==> config.mk <==
export PLATFORM = sky130hd
export DESIGN_NAME = circular_angle_smoother_unit
export DESIGN_NICKNAME = d
export VERILOG_FILES = /design/src/design/cas_pkg.sv /design/src/design/cas_job_queue.sv /design/src/design/cas_front.sv /design/src/design/cas_back.sv /design/src/design/circular_angle_smoother_unit.sv
export SDC_FILE = /design/constraint.sdc
export NUM_CORES = 2
export LEC_CHECK = 0
export BUFFER_PORTS_ARGS = -buffer_cell sky130_fd_sc_hd__buf_2
export CAP_MARGIN = 5
export CELL_PAD_IN_SITES_DETAIL_PLACEMENT = 0
export CELL_PAD_IN_SITES_GLOBAL_PLACEMENT = 1
export CORE_MARGIN = 2
export CORE_UTILIZATION = 55
export CTS_BUF_LIST = sky130_fd_sc_hd__clkbuf_8
export DETAILED_ROUTE_END_ITERATION = 12
export PLACE_DENSITY = 0.89
export SLEW_MARGIN = 30
export SYNTH_ARGS = -nofsm -noshare
export SYNTH_HDL_FRONTEND = slang
export SYNTH_SLANG_ARGS = --single-unit
==> constraint.sdc <==
create_clock -name clk -period 8.29 [get_ports clk]
set_clock_uncertainty 0.05 [all_clocks]
set_input_delay 0.4145 -clock clk [delete_from_list [all_inputs] [get_ports clk]]
set_output_delay 0.4145 -clock clk [all_outputs]
set_load 0.01 [all_outputs]
==> src/design/cas_pkg.sv <==
// Shared types, sizes and arithmetic helpers for the circular angle smoother.
// Used by every module of the block; depends on nothing else.

package cas_pkg;

    localparam int MASK_TAPS     = 7;
    localparam int ANGLE_BITS    = 16;

    localparam int TAP_REGS      = 7;
    localparam int TAP_BITS      = 8;
    localparam int HALF_BITS     = 2;
    localparam int CFG_IDX_BITS  = 3;
    localparam int CFG_DATA_BITS = 8;
    localparam int HIST_DEPTH    = 7;
    localparam int HIST_IDX_BITS = 3;
    localparam int CNT_BITS      = 3;
    localparam int HALF_MAX      = (MASK_TAPS - 1) / 2;

    localparam int DIFF_BITS     = ANGLE_BITS + 1;
    localparam int OUT_BITS      = ANGLE_BITS + 1;
    localparam int TAP_IDX_BITS  = (MASK_TAPS > 1) ? $clog2(MASK_TAPS) : 1;
    localparam int TAP_CNT_BITS  = $clog2(MASK_TAPS + 1);
    localparam int WSUM_BITS     = TAP_BITS + $clog2(MASK_TAPS);
    localparam int SUM_BITS      = ANGLE_BITS + TAP_BITS + $clog2(MASK_TAPS);
    localparam int MAG_BITS      = SUM_BITS - 1;
    localparam int QUO_BITS      = ANGLE_BITS - 1;
    localparam int REM_BITS      = MAG_BITS - QUO_BITS;
    localparam int DIV_CNT_BITS  = $clog2(QUO_BITS);

    localparam int QUEUE_DEPTH   = 2;
    localparam int QPTR_BITS     = $clog2(QUEUE_DEPTH);
    localparam int QCNT_BITS     = $clog2(QUEUE_DEPTH + 1);

    // pi in Q2.(ANGLE_BITS-3), rounded from a Q29 value.
    localparam longint PI_Q29    = 64'sd1686629713;
    localparam int     FRAC_BITS = ANGLE_BITS - 3;
    localparam int     PI_SHIFT  = 29 - FRAC_BITS;
    localparam longint PI_FIX    = (PI_Q29 + (64'sd1 <<< (PI_SHIFT - 1))) >>> PI_SHIFT;

    localparam logic signed [DIFF_BITS-1:0] PI_D     = DIFF_BITS'(PI_FIX);
    localparam logic signed [DIFF_BITS-1:0] NEG_PI_D = DIFF_BITS'(-PI_FIX);
    localparam logic signed [DIFF_BITS-1:0] TWO_PI_D = DIFF_BITS'(2 * PI_FIX);

    // Configuration register indexes.
    localparam logic [CFG_IDX_BITS-1:0] REG_HALF_WIDTH = CFG_IDX_BITS'(0);
    localparam logic [CFG_IDX_BITS-1:0] REG_TAP_0      = CFG_IDX_BITS'(1);

    typedef logic signed [ANGLE_BITS-1:0] angle_t;
    typedef logic [TAP_REGS-1:0][TAP_BITS-1:0] tap_set_t;

    typedef struct packed {
        logic signed [ANGLE_BITS-1:0] angle_in;
        logic                         last_in;
    } sample_t;

    typedef struct packed {
        logic signed [OUT_BITS-1:0] angle_out;
        logic                       last_out;
    } result_t;

    // One smoothing request: the window already lined up by tap index.
    typedef struct packed {
        logic [MASK_TAPS-1:0]                 tap_en;
        logic [MASK_TAPS-1:0][ANGLE_BITS-1:0] win;
        angle_t                               centre;
        logic                                 last;
    } job_t;

    // A raw difference lies within two turns, so one correction is enough.
    function automatic angle_t wrap_diff(input logic signed [DIFF_BITS-1:0] raw);
        logic signed [DIFF_BITS-1:0] fixed;
        begin
            fixed = raw;
            if (raw > PI_D)
            begin
                fixed = raw - TWO_PI_D;
            end
            else if (raw < NEG_PI_D)
            begin
                fixed = raw + TWO_PI_D;
            end
            return fixed[ANGLE_BITS-1:0];
        end
    endfunction

endpackage

==> src/design/cas_job_queue.sv <==
// Short FIFO of smoothing requests between the front and the back end.
// Depends on cas_pkg for the request type and depth.

module cas_job_queue
    import cas_pkg::*;
(
    input  logic clk,
    input  logic rst_n,
    input  logic push,
    input  job_t push_data,
    output logic full,
    input  logic pop,
    output job_t pop_data,
    output logic empty
);

    job_t                 slot_reg [QUEUE_DEPTH];
    logic [QPTR_BITS-1:0] wr_ptr_reg;
    logic [QPTR_BITS-1:0] wr_ptr_next;
    logic [QPTR_BITS-1:0] rd_ptr_reg;
    logic [QPTR_BITS-1:0] rd_ptr_next;
    logic [QCNT_BITS-1:0] count_reg;
    logic [QCNT_BITS-1:0] count_next;
    logic                 do_push;
    logic                 do_pop;

    assign full     = (count_reg == QCNT_BITS'(QUEUE_DEPTH));
    assign empty    = (count_reg == '0);
    assign pop_data = slot_reg[rd_ptr_reg];
    assign do_push  = push && !full;
    assign do_pop   = pop && !empty;

    always_comb
    begin
        wr_ptr_next = do_push ? wr_ptr_reg + 1'b1 : wr_ptr_reg;
        rd_ptr_next = do_pop ? rd_ptr_reg + 1'b1 : rd_ptr_reg;
        count_next  = count_reg;
        if (do_push && !do_pop)
        begin
            count_next = count_reg + 1'b1;
        end
        else if (do_pop && !do_push)
        begin
            count_next = count_reg - 1'b1;
        end
    end

    always_ff @(posedge clk or negedge rst_n)
    begin
        if (!rst_n)
        begin
            wr_ptr_reg <= '0;
            rd_ptr_reg <= '0;
            count_reg  <= '0;
        end
        else
        begin
            wr_ptr_reg <= wr_ptr_next;
            rd_ptr_reg <= rd_ptr_next;
            count_reg  <= count_next;
        end
    end

    always_ff @(posedge clk)
    begin
        if (do_push)
        begin
            slot_reg[wr_ptr_reg] <= push_data;
        end
    end

endmodule

==> src/design/cas_front.sv <==
// Front end: takes samples, keeps the angle history and sequence count, and
// turns each sample into zero or more smoothing requests. Depends on cas_pkg.

module cas_front
    import cas_pkg::*;
(
    input  logic                 clk,
    input  logic                 rst_n,
    input  logic                 sample_valid,
    output logic                 sample_ready,
    input  sample_t              sample,
    input  logic [HALF_BITS-1:0] half_width,
    output logic                 job_push,
    output job_t                 job,
    input  logic                 q_full
);

    typedef enum logic [1:0] {
        F_IDLE  = 2'b01,
        F_ISSUE = 2'b10
    } front_state_t;

    front_state_t         state_reg;
    front_state_t         state_next;
    angle_t               hist_reg [HIST_DEPTH];
    angle_t               hist_next [HIST_DEPTH];
    logic [CNT_BITS-1:0]  seen_reg;
    logic [CNT_BITS-1:0]  seen_next;
    logic [CNT_BITS-1:0]  kcur_reg;
    logic [CNT_BITS-1:0]  kcur_next;
    logic [HALF_BITS-1:0] d_reg;
    logic [HALF_BITS-1:0] d_next;
    logic                 last_reg;
    logic                 last_next;
    logic [HALF_BITS-1:0] h_eff;

    assign h_eff = (half_width > HALF_BITS'(HALF_MAX)) ? HALF_BITS'(HALF_MAX) : half_width;

    assign sample_ready = (state_reg == F_IDLE);
    assign job_push     = (state_reg == F_ISSUE) && !q_full;

    // Control: accept a sample, then issue its requests one per cycle while the queue is not full.
    always_comb
    begin
        state_next = state_reg;
        seen_next  = seen_reg;
        kcur_next  = kcur_reg;
        d_next     = d_reg;
        last_next  = last_reg;
        for (int n = 0; n < HIST_DEPTH; n++)
        begin
            hist_next[n] = hist_reg[n];
        end

        unique case (state_reg)
            F_IDLE:
            begin
                if (sample_valid)
                begin
                    for (int n = 1; n < HIST_DEPTH; n++)
                    begin
                        hist_next[n] = hist_reg[n-1];
                    end
                    hist_next[0] = sample.angle_in;
                    kcur_next    = seen_reg;
                    last_next    = sample.last_in;
                    if (sample.last_in)
                    begin
                        // Flush: positions from the oldest pending one down to the newest.
                        d_next     = (seen_reg < CNT_BITS'(h_eff)) ? seen_reg[HALF_BITS-1:0]
                                                                   : h_eff;
                        seen_next  = '0;
                        state_next = F_ISSUE;
                    end
                    else
                    begin
                        d_next    = h_eff;
                        seen_next = (seen_reg == CNT_BITS'(HIST_DEPTH)) ? seen_reg
                                                                        : seen_reg + 1'b1;
                        if (seen_reg >= CNT_BITS'(h_eff))
                        begin
                            state_next = F_ISSUE;
                        end
                    end
                end
            end
            F_ISSUE:
            begin
                if (!q_full)
                begin
                    if (last_reg && (d_reg != '0))
                    begin
                        d_next = d_reg - 1'b1;
                    end
                    else
                    begin
                        state_next = F_IDLE;
                    end
                end
            end
            default:
            begin
                state_next = F_IDLE;
            end
        endcase
    end

    // Request contents. Tap j sees the sample at history slot d+h-j; taps outside
    // the shrunken window are disabled and carry zero.
    always_comb
    begin
        logic [CNT_BITS-1:0]      pos;
        logic [CNT_BITS-1:0]      skip;
        logic [CNT_BITS-1:0]      alt;
        logic [CNT_BITS-1:0]      hi;
        logic [CNT_BITS-1:0]      dh;
        logic [CNT_BITS-1:0]      jv;
        logic [HIST_IDX_BITS-1:0] idx;
        logic                     en;

        pos  = kcur_reg - CNT_BITS'(d_reg);
        skip = (pos < CNT_BITS'(h_eff)) ? CNT_BITS'(h_eff) - pos : '0;
        alt  = CNT_BITS'(h_eff) - CNT_BITS'(d_reg);
        if (last_reg && (d_reg < h_eff) && (alt > skip))
        begin
            skip = alt;
        end
        hi = (CNT_BITS'(h_eff) << 1) - skip;
        dh = CNT_BITS'(d_reg) + CNT_BITS'(h_eff);

        for (int j = 0; j < MASK_TAPS; j++)
        begin
            jv  = CNT_BITS'(j);
            en  = (jv >= skip) && (jv <= hi) && (jv <= dh);
            idx = HIST_IDX_BITS'(dh - jv);
            job.tap_en[j] = en;
            job.win[j]    = en ? hist_reg[idx] : '0;
        end
        job.centre = hist_reg[HIST_IDX_BITS'(d_reg)];
        job.last   = last_reg && (d_reg == '0);
    end

    always_ff @(posedge clk or negedge rst_n)
    begin
        if (!rst_n)
        begin
            state_reg <= F_IDLE;
            seen_reg  <= '0;
            kcur_reg  <= '0;
            d_reg     <= '0;
            last_reg  <= 1'b0;
        end
        else
        begin
            state_reg <= state_next;
            seen_reg  <= seen_next;
            kcur_reg  <= kcur_next;
            d_reg     <= d_next;
            last_reg  <= last_next;
        end
    end

    always_ff @(posedge clk)
    begin
        for (int n = 0; n < HIST_DEPTH; n++)
        begin
            hist_reg[n] <= hist_next[n];
        end
    end

endmodule

==> src/design/cas_back.sv <==
// Back end: weighted mean of wrapped differences with one multiply-accumulate
// per tap, an iterative restoring divider, and the result register. Uses cas_pkg.

module cas_back
    import cas_pkg::*;
(
    input  logic     clk,
    input  logic     rst_n,
    input  tap_set_t taps,
    input  logic     q_empty,
    input  job_t     q_data,
    output logic     pop,
    output logic     result_valid,
    input  logic     result_ready,
    output result_t  result
);

    typedef enum logic [4:0] {
        S_IDLE = 5'b00001,
        S_MAC  = 5'b00010,
        S_PREP = 5'b00100,
        S_DIV  = 5'b01000,
        S_EMIT = 5'b10000
    } back_state_t;

    back_state_t                    state_reg;
    back_state_t                    state_next;
    logic [TAP_CNT_BITS-1:0]        tap_cnt_reg;
    logic [TAP_CNT_BITS-1:0]        tap_cnt_next;
    logic                           prod_vld_reg;
    logic                           prod_vld_next;
    logic [DIV_CNT_BITS-1:0]        div_cnt_reg;
    logic [DIV_CNT_BITS-1:0]        div_cnt_next;
    logic                           result_valid_reg;
    logic                           result_valid_next;

    job_t                           job_reg;
    job_t                           job_next;
    angle_t                         diff_reg;
    angle_t                         diff_next;
    logic [TAP_BITS-1:0]            w_reg;
    logic [TAP_BITS-1:0]            w_next;
    logic signed [SUM_BITS-1:0]     sum_reg;
    logic signed [SUM_BITS-1:0]     sum_next;
    logic [WSUM_BITS-1:0]           wsum_reg;
    logic [WSUM_BITS-1:0]           wsum_next;
    logic                           neg_reg;
    logic                           neg_next;
    logic [REM_BITS-1:0]            rem_reg;
    logic [REM_BITS-1:0]            rem_next;
    logic [QUO_BITS-1:0]            quo_reg;
    logic [QUO_BITS-1:0]            quo_next;
    result_t                        result_reg;
    result_t                        result_next;

    logic [TAP_IDX_BITS-1:0]        tap_sel;
    logic signed [ANGLE_BITS+TAP_BITS:0] product;

    assign tap_sel      = tap_cnt_reg[TAP_IDX_BITS-1:0];
    assign product      = diff_reg * $signed({1'b0, w_reg});
    assign result_valid = result_valid_reg;
    assign result       = result_reg;

    always_comb
    begin
        logic signed [DIFF_BITS-1:0] raw;
        logic signed [SUM_BITS-1:0]  abs_sum;
        logic [REM_BITS:0]           cand;
        logic signed [OUT_BITS-1:0]  mean;

        state_next        = state_reg;
        tap_cnt_next      = tap_cnt_reg;
        div_cnt_next      = div_cnt_reg;
        result_valid_next = result_valid_reg;
        job_next          = job_reg;
        diff_next         = diff_reg;
        w_next            = w_reg;
        sum_next          = sum_reg;
        wsum_next         = wsum_reg;
        neg_next          = neg_reg;
        rem_next          = rem_reg;
        quo_next          = quo_reg;
        result_next       = result_reg;
        pop               = 1'b0;

        raw     = DIFF_BITS'($signed(job_reg.win[tap_sel])) - DIFF_BITS'(job_reg.centre);
        abs_sum = sum_reg[SUM_BITS-1] ? -sum_reg : sum_reg;
        cand    = {rem_reg, quo_reg[QUO_BITS-1]};
        mean    = neg_reg ? -OUT_BITS'(quo_reg) : OUT_BITS'(quo_reg);
        if (wsum_reg == '0)
        begin
            mean = '0;
        end

        prod_vld_next = (state_reg == S_MAC) && (tap_cnt_reg != TAP_CNT_BITS'(MASK_TAPS));

        if (result_valid_reg && result_ready)
        begin
            result_valid_next = 1'b0;
        end

        unique case (state_reg)
            S_IDLE:
            begin
                if (!q_empty)
                begin
                    pop          = 1'b1;
                    job_next     = q_data;
                    tap_cnt_next = '0;
                    sum_next     = '0;
                    wsum_next    = '0;
                    state_next   = S_MAC;
                end
            end
            S_MAC:
            begin
                // Two-step pipe: wrap the difference, then multiply and accumulate.
                if (tap_cnt_reg != TAP_CNT_BITS'(MASK_TAPS))
                begin
                    diff_next    = wrap_diff(raw);
                    w_next       = job_reg.tap_en[tap_sel] ? taps[tap_sel] : '0;
                    tap_cnt_next = tap_cnt_reg + 1'b1;
                end
                else
                begin
                    state_next = S_PREP;
                end
                if (prod_vld_reg)
                begin
                    sum_next  = sum_reg + SUM_BITS'(product);
                    wsum_next = wsum_reg + WSUM_BITS'(w_reg);
                end
            end
            S_PREP:
            begin
                // The mean is bounded by pi, so only the low quotient bits can be set
                // and the top of the dividend already sits below the divisor.
                neg_next     = sum_reg[SUM_BITS-1];
                rem_next     = abs_sum[MAG_BITS-1:QUO_BITS];
                quo_next     = abs_sum[QUO_BITS-1:0];
                div_cnt_next = DIV_CNT_BITS'(QUO_BITS - 1);
                state_next   = S_DIV;
            end
            S_DIV:
            begin
                if (cand >= {1'b0, wsum_reg})
                begin
                    rem_next = REM_BITS'(cand - {1'b0, wsum_reg});
                    quo_next = {quo_reg[QUO_BITS-2:0], 1'b1};
                end
                else
                begin
                    rem_next = cand[REM_BITS-1:0];
                    quo_next = {quo_reg[QUO_BITS-2:0], 1'b0};
                end
                if (div_cnt_reg == '0)
                begin
                    state_next = S_EMIT;
                end
                else
                begin
                    div_cnt_next = div_cnt_reg - 1'b1;
                end
            end
            S_EMIT:
            begin
                if (!result_valid_reg || result_ready)
                begin
                    result_next.angle_out = OUT_BITS'(job_reg.centre) + mean;
                    result_next.last_out  = job_reg.last;
                    result_valid_next     = 1'b1;
                    state_next            = S_IDLE;
                end
            end
            default:
            begin
                state_next = S_IDLE;
            end
        endcase
    end

    always_ff @(posedge clk or negedge rst_n)
    begin
        if (!rst_n)
        begin
            state_reg        <= S_IDLE;
            tap_cnt_reg      <= '0;
            prod_vld_reg     <= 1'b0;
            div_cnt_reg      <= '0;
            result_valid_reg <= 1'b0;
        end
        else
        begin
            state_reg        <= state_next;
            tap_cnt_reg      <= tap_cnt_next;
            prod_vld_reg     <= prod_vld_next;
            div_cnt_reg      <= div_cnt_next;
            result_valid_reg <= result_valid_next;
        end
    end

    always_ff @(posedge clk)
    begin
        job_reg    <= job_next;
        diff_reg   <= diff_next;
        w_reg      <= w_next;
        sum_reg    <= sum_next;
        wsum_reg   <= wsum_next;
        neg_reg    <= neg_next;
        rem_reg    <= rem_next;
        quo_reg    <= quo_next;
        result_reg <= result_next;
    end

endmodule

==> src/design/circular_angle_smoother_unit.sv <==
// Top level of the circular angle smoother: configuration registers, front end,
// request queue and back end. Depends on cas_pkg, cas_front, cas_job_queue, cas_back.
//
// Usage:
//   sample (angle_in, last_in) enters on sample_valid/sample_ready; smoothed
//   angles leave on result_valid/result_ready as result (angle_out, last_out).
//   Registers are written on cfg_valid/cfg_ready: index 0 is the half width,
//   indexes 1 to 7 are the mask taps. cfg_ready is always high; write only
//   while no request is in flight.
//   A sample that completes a window makes one request; a sample marked last
//   makes one request per pending position, the final one flagged last_out.
//   The front end takes a sample, then queues its requests one per cycle
//   while the queue is not full. The back end takes one request at a time:
//   multiply-accumulate over the seven mask taps, then a fifteen-step
//   restoring divider; that divider sets the sustained rate.
//   When the receiver stalls, the finished result waits in the output
//   register, the back end works on the next queued request, and the front
//   end stops taking samples once the two-entry queue is full.
//   Reset empties the queue, clears the sequence count, sets the half width
//   to 3 and all taps to 1; the angle history holds no data until written.

module circular_angle_smoother_unit
    import cas_pkg::*;
(
    input  logic                     clk,
    input  logic                     rst_n,
    input  logic                     sample_valid,
    output logic                     sample_ready,
    input  sample_t                  sample,
    output logic                     result_valid,
    input  logic                     result_ready,
    output result_t                  result,
    input  logic                     cfg_valid,
    output logic                     cfg_ready,
    input  logic [CFG_IDX_BITS-1:0]  cfg_index,
    input  logic [CFG_DATA_BITS-1:0] cfg_data
);

    logic [HALF_BITS-1:0] half_width_reg;
    logic [HALF_BITS-1:0] half_width_next;
    tap_set_t             taps_reg;
    tap_set_t             taps_next;

    logic job_push;
    job_t job_in;
    logic q_full;
    logic job_pop;
    job_t job_out;
    logic q_empty;

    assign cfg_ready = 1'b1;

    always_comb
    begin
        half_width_next = half_width_reg;
        taps_next       = taps_reg;
        if (cfg_valid && cfg_ready)
        begin
            if (cfg_index == REG_HALF_WIDTH)
            begin
                half_width_next = cfg_data[HALF_BITS-1:0];
            end
            else
            begin
                taps_next[cfg_index - REG_TAP_0] = cfg_data[TAP_BITS-1:0];
            end
        end
    end

    always_ff @(posedge clk or negedge rst_n)
    begin
        if (!rst_n)
        begin
            half_width_reg <= HALF_BITS'(3);
            for (int n = 0; n < TAP_REGS; n++)
            begin
                taps_reg[n] <= TAP_BITS'(1);
            end
        end
        else
        begin
            half_width_reg <= half_width_next;
            taps_reg       <= taps_next;
        end
    end

    cas_front u_front (
        .clk          (clk),
        .rst_n        (rst_n),
        .sample_valid (sample_valid),
        .sample_ready (sample_ready),
        .sample       (sample),
        .half_width   (half_width_reg),
        .job_push     (job_push),
        .job          (job_in),
        .q_full       (q_full)
    );

    cas_job_queue u_queue (
        .clk       (clk),
        .rst_n     (rst_n),
        .push      (job_push),
        .push_data (job_in),
        .full      (q_full),
        .pop       (job_pop),
        .pop_data  (job_out),
        .empty     (q_empty)
    );

    cas_back u_back (
        .clk          (clk),
        .rst_n        (rst_n),
        .taps         (taps_reg),
        .q_empty      (q_empty),
        .q_data       (job_out),
        .pop          (job_pop),
        .result_valid (result_valid),
        .result_ready (result_ready),
        .result       (result)
    );

`ifndef SYNTHESIS
    // The front end must never offer a request the queue cannot hold.
    assert property (@(posedge clk) disable iff (!rst_n) job_push |-> !q_full)
        else $error("request pushed into a full queue");

    // The back end only takes a request that is there.
    assert property (@(posedge clk) disable iff (!rst_n) job_pop |-> !q_empty)
        else $error("request popped from an empty queue");

    // After a sample is taken, the front end does not push a request into a full queue.
    assert property (@(posedge clk) disable iff (!rst_n)
        (sample_valid && sample_ready) |=> !job_push || !q_full)
        else $error("front end issued a request against a full queue");
`endif

endmodule
==> results.sh <==
export IMPL_path_buf_inv=3
export IMPL_clkTransAtPathRegs_ns=0.07
export IMPL_wl_microns=93200
export IMPL_cts_sinks=714
export IMPL_ctsRootBufferMaster="clkbuf_8"
export IMPL_hold_viol=0
export IMPL_finalCriticalPeriod_ns=6.83
export IMPL_syn_num_nets=3644
export IMPL_grt_pass1_vias=26800
export IMPL_drt_pass1_iterations=8
export IMPL_required_ns=8.81
export IMPL_initial_core_util=0.554
export IMPL_cts_max_path_buffers=3
export IMPL_fill_cells=5808
export IMPL_pin_count=54
export IMPL_via_count=26200
export IMPL_syn_inst=3325
export IMPL_seq_area_frac_synth=0.512
export IMPL_hold_class="primary input to async pin"
export IMPL_status="completed"
export IMPL_yosys_area_top_type="edfxtp_1"
export IMPL_viasPerCell=5.84
export IMPL_cts_hold_fix_buffers=29
export IMPL_layout_drive_gt1_share=0.176
export IMPL_crit_path_end_kind="register"
export IMPL_post_cts_resized=0
export IMPL_maxCapViolations=0
export IMPL_route_detailed_drc=0
export IMPL_yosysWarningCount=0
export IMPL_synth_main_ff_cell="edfxtp_1"
export IMPL_slew_headroom=0.324
export IMPL_areaGrowthSynthToFinish_pct=9.52
export IMPL_crit_path_top_delay_cell="edfxtp_1"
export IMPL_yosys_cell_types_count=82
export IMPL_period_share=0.824
export IMPL_timing_hold_ws_ns=0.125
export IMPL_synth_edff_count=627
export IMPL_max_freq_mhz=146
export IMPL_yosysMostFrequentCell="edfxtp_1"
export IMPL_grt_usage=0.245
export IMPL_grt_overflow=0
export IMPL_gp_congestion=0.882
export IMPL_grt_pass1_wl_microns=148000
export IMPL_tritoncts="yes"
export IMPL_arrival_ns=7.35
export IMPL_setup_tns_final_ns=0
export IMPL_synth_top_area_share=0.458
export IMPL_final_nets=3727
export IMPL_slew_violations=0
export IMPL_hpwl_microns=64800
export IMPL_critical_path_top_delay_family="adder cells"
export IMPL_syn_area_sq_um=41100
export IMPL_path_cells="nand2_1, fa_1, inv_1, fa_1, fa_1, fa_1, inv_1, fa_1, inv_1, ha_1, a21o_1, a2111oi_1, nor3_1, o31ai_1, nand3_1, a21oi_1, o21ai_0, o31ai_1, mux2i_1"
export IMPL_worstSetupPathType="register to register"
export IMPL_cp_max_fo=18
export IMPL_postCtsSetupBuffers=0
export IMPL_cpPeakStageDelay_ns=0.78
export IMPL_antenna_found_initial=1
export IMPL_drt_antenna_violating_nets=0
export IMPL_synth_async_reset_ratio=0.122
export IMPL_dieArea_sq_um=76900
export IMPL_rsz0062_at_grt="false"
export IMPL_wl_per_cell_microns=20.8
export IMPL_seqCellArea_sq_um=21000
export IMPL_port_buffers=52
export IMPL_grt_max_degree=75
export IMPL_htree_num_levels=3
export IMPL_clk_latency_ns=0.76
export IMPL_start_kind="register"
export IMPL_drt_iter0_markers=2241
export IMPL_rows=100
export IMPL_multi_input_area_sq_um=18500
export IMPL_die_height_microns=277
export IMPL_r2r_slack_ns=1.46
export IMPL_largest_register_ffs=272
export IMPL_finalSetupViolCount=0
export IMPL_cts_buffers=114
export IMPL_synth_common_cells="edfxtp_1, nor2_1, inv_1"
export IMPL_avgSynthCellArea_sq_um=12.4
export IMPL_crit_top_cell="fa_1"
export IMPL_ys_ff_latch=714
export IMPL_tightest_slew_ns=1.01
export IMPL_fp_coreArea_sq_um=74200
export IMPL_yosys_top_cells_area="edfxtp_1, fa_1, mux2_2, mux4_2, dfrtp_1"
export IMPL_utilization=0.606
export IMPL_fp_dieW_microns=277
[cell usage in the layout (no fill, tap or decap), drive strengths merged, types with 13 or more instances in the layout]
| cell type | n |
|---|---|
| a211o | 17 |
| a21o | 34 |
| a21oi | 156 |
| and2 | 97 |
| buf | 94 |
| clkbuf | 118 |
| clkinv | 56 |
| dfrtp | 76 |
| dlygate4sd3 | 29 |
| edfxtp | 627 |
| fa | 136 |
| ha | 150 |
| inv | 322 |
| mux2 | 229 |
| mux2i | 119 |
| mux4 | 89 |
| nand2 | 216 |
| nand2b | 26 |
| nand3 | 27 |
| nand4 | 13 |
| nor2 | 331 |
| nor2b | 23 |
| nor3 | 35 |
| o211ai | 18 |
| o21a | 40 |
| o21ai | 115 |
| o31ai | 14 |
| or3 | 14 |
| xnor2 | 75 |
| xor2 | 38 |
[layer usage]
layer  vias to the layer above  GRT usage  part of all wire
met5                         -          0                 0
met4                         0     0.0871             0.030
met3                       164     0.0312             0.052
met2                       832      0.413              0.49
met1                     13100      0.329              0.42
li1                      12100          -                 -
[per-stage QoR]
stage	area, sq um	cells	setup WS, ns
2_1_floorplan	41100	3325	0.769
3_3_place_gp	42300	4228	1.54
3_5_place_dp	42400	4229	1.30
4_1_cts	44900	4474	1.27
5_1_grt	45000	4478	0.907
6_report	45000	4478	1.46
[final cells by class]
type / instances / share of cell area
repair buffers: 123 / 0.0205
inverters: 286 / 0.0240
clock inverters: 98 / 0.0138
flip-flops and latches: 714 / 0.467
multi-input cells: 2169 / 0.411
diodes: 1 / 0.0000556
well taps: 969 / 0.0269
clock buffers: 118 / 0.0361
[path summary, 6_finish.rpt]
kind / startpoint / end / cells past startpoint
hold reg to reg: u_back.job_reg[0] / u_back.result[0] / 0
hold / removal: rst_n / u_front.state_reg[0] / 2
setup / recovery: u_back.w_reg[1] / u_back.sum_reg[23] / 19
setup reg to reg: u_back.w_reg[1] / u_back.sum_reg[23] / 19
min in group clk: cfg_valid / half_width_reg[0] / 3
max in group asynchronous: rst_n / u_queue.count_reg[1] / 3
[kinds of logic (layout without fill, tap and decap cells)]
family	count (synthesis)	in the layout	share of synthesized area
and+or+nand+nor	837	837	0.0940
AOI/OAI and AO/OA	495	495	0.0770
xor gates and xnor gates	113	113	0.0241
muxes	437	437	0.141
buffers and inverters	442	625	0.0407
DFF	714	714	0.512
adders and majority gates	286	286	0.112
other	1	2	0.0000913
Power is left out: the tool's default activity adds up to more than one toggle a clock period on the data nets, which glitch-free logic cannot reach.
